## src/sv/jps_pkg.sv

```systemverilog
// Shared types and constants for the Jacobi five-point stencil sweep.
package jps_pkg;

	localparam int VAL_W      = 32;
	localparam int WGT_W      = 32;
	localparam int PROD_W     = VAL_W + WGT_W;
	localparam int ACC_W      = PROD_W + 3;
	localparam int FRAC_SHIFT = 30;
	localparam int SH_W       = ACC_W - FRAC_SHIFT;
	localparam int N_TAPS     = 5;
	localparam int ROW_LEN_W  = 7;
	localparam int CFG_IDX_W  = 3;

	// Operand slots of the multiply-accumulate chain
	localparam int TAP_WEST  = 0;
	localparam int TAP_EAST  = 1;
	localparam int TAP_NORTH = 2;
	localparam int TAP_SOUTH = 3;
	localparam int TAP_SRC   = 4;

	// Configuration register indexes
	localparam logic [CFG_IDX_W-1:0] REG_ROW_LEN    = 3'd0;
	localparam logic [CFG_IDX_W-1:0] REG_WEIGHT_EW  = 3'd1;
	localparam logic [CFG_IDX_W-1:0] REG_WEIGHT_NS  = 3'd2;
	localparam logic [CFG_IDX_W-1:0] REG_WEIGHT_SRC = 3'd3;

	localparam logic [ROW_LEN_W-1:0] ROW_LEN_RESET    = 7'd64;
	localparam logic [WGT_W-1:0]     WEIGHT_EW_RESET  = 32'd268435456;
	localparam logic [WGT_W-1:0]     WEIGHT_NS_RESET  = 32'd268435456;
	localparam logic [WGT_W-1:0]     WEIGHT_SRC_RESET = 32'd0;

	// Half an output LSB, seeded into the head of the accumulate chain
	localparam logic signed [ACC_W-1:0] ROUND_CONST =
		{{(ACC_W-FRAC_SHIFT){1'b0}}, 1'b1, {(FRAC_SHIFT-1){1'b0}}};

	typedef enum logic [2:0] {
		PH_FIRST  = 3'b001,
		PH_SECOND = 3'b010,
		PH_LATER  = 3'b100
	} row_phase_t;

	typedef struct packed {
		logic [N_TAPS-1:0][VAL_W-1:0] ops;
		logic [VAL_W-1:0]             center;
		logic                         last;
		logic                         compute;
	} lane_t;

	typedef struct packed {
		lane_t lane;
		logic  emit;
	} front_t;

	typedef struct packed {
		logic adv_prod;
		logic adv_sum;
	} cell_ctl_t;

endpackage

```

## src/sv/jps_mac_cell.sv

```systemverilog
// One multiply-accumulate cell of the systolic weighted-sum chain.
module jps_mac_cell (
	input  logic                                 clk,
	input  jps_pkg::cell_ctl_t                   ctl,
	input  logic [jps_pkg::WGT_W-1:0]            weight,
	input  logic [jps_pkg::VAL_W-1:0]            op,
	input  jps_pkg::lane_t                       lane_in,
	input  logic signed [jps_pkg::ACC_W-1:0]     sum_in,
	output jps_pkg::lane_t                       lane_out,
	output logic signed [jps_pkg::ACC_W-1:0]     sum_out
);
	import jps_pkg::*;

	logic signed [PROD_W-1:0] prod_q;
	lane_t                    lane_q;
	logic signed [ACC_W-1:0]  sum_q;

	// Multiply stage: form the product, hand the lane on
	always_ff @(posedge clk) begin
		if (ctl.adv_prod) begin
			prod_q <= $signed(weight) * $signed(op);
			lane_q <= lane_in;
		end
	end

	// Accumulate stage: add to the partial sum from the upstream cell
	always_ff @(posedge clk) begin
		if (ctl.adv_sum) begin
			sum_q <= sum_in + ACC_W'(prod_q);
		end
	end

	assign lane_out = lane_q;
	assign sum_out  = sum_q;

endmodule

```

## config.mk

```make
export PLATFORM = sky130hd
export DESIGN_NAME = jps_mac_cell
export DESIGN_NICKNAME = d
export VERILOG_FILES = /design/src/sv/jps_pkg.sv /design/src/sv/jps_mac_cell.sv
export SDC_FILE = /design/constraint.sdc
export NUM_CORES = 2
export LEC_CHECK = 0
export BUFFER_PORTS_ARGS = -buffer_cell sky130_fd_sc_hd__buf_2
export CAP_MARGIN = 20
export CELL_PAD_IN_SITES_DETAIL_PLACEMENT = 0
export CELL_PAD_IN_SITES_GLOBAL_PLACEMENT = 1
export CORE_ASPECT_RATIO = 1.4
export CORE_MARGIN = 1.5
export CORE_UTILIZATION = 35
export CTS_CLUSTER_SIZE = 20
export DETAILED_ROUTE_END_ITERATION = 7
export GPL_TIMING_DRIVEN = 1
export PLACE_DENSITY_LB_ADDON = 0.1
export SLEW_MARGIN = 40
export SYNTH_ARGS = -nofsm -noshare
export SYNTH_HDL_FRONTEND = slang
export SYNTH_SLANG_ARGS = --single-unit
```

## constraint.sdc

```tcl
create_clock -name clk -period 12.2 [get_ports clk]
set_input_delay 2.44 -clock clk [delete_from_list [all_inputs] [get_ports clk]]
set_output_delay 2.44 -clock clk [all_outputs]
set_load 0.05 [all_outputs]
```

==> summary.txt <==
Yosys
  – Post-Syn Area per Cell: 10.5 um2
  – Commonest cells in the netlist: fa_1 (1083), inv_1 (1001), nand2_1 (551)
  – #FFs+latches synth: 325
  – Most common cell in the netlist: fa_1
  – Sequential element share of the synthesized area: 19.6%
  – EDFF count, synth: 325
  – Post-synth top area share: 43.6%
  – Post-synth top flop: edfxtp_1
  – FFs w/ async S/R, synth: 0%
  – Synth top area cells: fa_1 (44%), edfxtp_1 (20%), inv_1 (7.6%)
  – Post-Synthesis Cells: 4737
  – Post-synth top area cell: fa_1
  – Distinct cells, synth: 70
  – Synth Warn #: 0
  – Mapped Nets: 6398
  – Synth Cell Area: 0.0497 mm2

Clock tree
  – Worst skew pair latency: 0.58 ns
  – Clock tree buffer depth: 3
  – Clock H-tree levels: 2
  – CTS Hold Buffers Added: 0
  – Clk sinks: 325
  – Resized Gates After CTS: 0
  – Root buf cell: clkbuf_16
  – Total CTS buffers: 36
  – CTS tree: yes
  – Worst-path clk slew: 0.08 ns
  – Setup bufs post-CTS: 0

GRT
  – GRT Util Overall: 23.3%
  – Total gr overflow: 0
  – Vias in the first global route: 39300
  – Met2 usage: 47.3%
  – Met3 GRT Util: 2.01%
  – Met1 global-route usage: 22.2%
  – Initial antenna violation count: 18
  – First-pass GRT wire length: 246000 um
  – Largest net degree at the start of global routing: 75
  – Most used routing layer in global routing: met2

STA
  – Hold Fails Final Rpt: 0
  – Post-route minimum period: 10.38 ns
  – Worst relative slew slack: 38.7%
  – Least-Margin Pin Slew: 0.908 ns
  – Fin crit share: 85.1%
  – Max-slew violation count: 0
  – Setup TNS Final: 0 ns
  – Clock Skew: 0.0240 ns
  – Final Setup Violations: 0
  – RSZ-0062 raised after global routing: no
  – Max Clk Rate: 96.3 MHz

Setup path
  – Crit path top cell by count: fa_1
  – Worst Path Required: 12.53 ns
  – Startpoint Class: input pin
  – Crit Path Max Fanout: 20
  – CP delay by family, top: adder cells
  – Largest stage delay on the critical path: 0.93 ns
  – WP data arrival: 10.71 ns
  – Crit path capture type: flip-flop
  – Worst path slowest cell: fa_1
  – Critical path class: input pin to flip-flop
  – WP buf/inv: 8

Hold path
  – Hold crit path type: flip-flop to flip-flop

Detailed routing
  – Via count: 34500
  – Post-route DRC: 0
  – Antenna Nets Post-Route: 0
  – Vias per cell: 4.84
  – Average routed wire per standard cell: 23.0 um
  – Initial DRC Count: 1459
  – Routed WL: 163000 um
  – First-pass iteration count of the detailed router: 5

Floorplanning
  – Top Ports: 589
  – Die ar.: 0.144 mm2
  – Initial Util: 35.3%
  – Die width: 321 um
  – Row Count: 163
  – CORE AREA: 0.141 mm2
  – Die span in y: 449 um

Cells and area
  – Final core utilization: 39.6%
  – Syn-to-layout area delta: 12.2%
  – Fin nets: 6851
  – Final cell count without fillers: 7113
  – Share of cells above drive strength 1: 13.8%

Placed design
  – Final GP Congestion: 0.860
  – Dpl cells: 7048
  – Hpwl dp: 135000 um
  – Port-buffer cells: 588

Outcome
  – Status: finished, final reports clean

Job
  – Maxcap violations: 0
area by class of cell:
type                    count  area, um2
clock inverters            20        189
repair buffers            642       3440
clock buffers              40        916
fillers                 14200      85200
multi-input cells        3183      35300
well taps                1897       2370
diodes                      4       10.0
flip-flops and latches    325       9760
inverters                1002       3760
worst reg2reg max path, cell delays in order (launching register included):
cell,delay [ns]
edfxtp_1,0.33
ha_1,0.19
inv_1,0.07
fa_1,0.39
nor2b_1,0.19
o31a_1,0.24
o211a_1,0.29
o2111ai_1,0.17
o211a_1,0.23
o41ai_1,0.82
a211oi_2,0.28
o211ai_1,0.35
a311oi_1,0.17
xnor2_1,0.15
registers in the layout (all words and copies together) (netlist names):
name	count
lane_out	194
prod_q	64
sum_out	67
placed cells by master (no fill, tap or decap), drive strengths merged, types with 83 or more instances in the layout:
cell type,instances
a21o,83
a21oi,124
and2,531
buf,642
edfxtp,325
fa,1083
ha,250
inv,1005
nand2,551
xnor2,86
cell families after synthesis:
kind of cell,count (synthesis),share of synthesized area (%)
fa+ha+maj,1333,49.9
simple gates,1299,13.1
buf+inv,1229,9.30
compound gates,419,5.70
flops,325,19.6
xor+xnor,131,2.31
mux,1,0.0201
final timing paths:
check,from,endpoint,slack (ns),depth (start not counted)
max,op[5],prod_q[61]$_DFFE_PP_,1.82,26
min,prod_q[0]$_DFFE_PP_,sum_out[0]$_DFFE_PP_,0.62,1
max reg2reg,prod_q[0]$_DFFE_PP_,sum_out[66]$_DFFE_PP_,8.07,13
min reg2reg,prod_q[0]$_DFFE_PP_,sum_out[0]$_DFFE_PP_,0.62,1
through the flow:
| step | hold WS, ns | setup WS [ns] | cell area [um2] |
|---|---|---|---|
| finish | 0.616 | 1.82 | 55800 |
| global route | 0.644 | 1.33 | 55800 |
| floorplan | 0.513 | 2.44 | 49700 |
| CTS | 0.631 | 1.84 | 55700 |
| global placement | 0.594 | 1.22 | 54600 |
| detailed placement | 0.593 | 1.25 | 54600 |
metal layers:
layer  vias up  routed length [um]
li1      15300                   -
met1     18100               52400
met2       851               94100
met3       295                5400
met4         8               11300
met5         -                  58
Power is not shown: default switching activity piles up to over one toggle a cycle in this logic, so the estimate is an artifact.
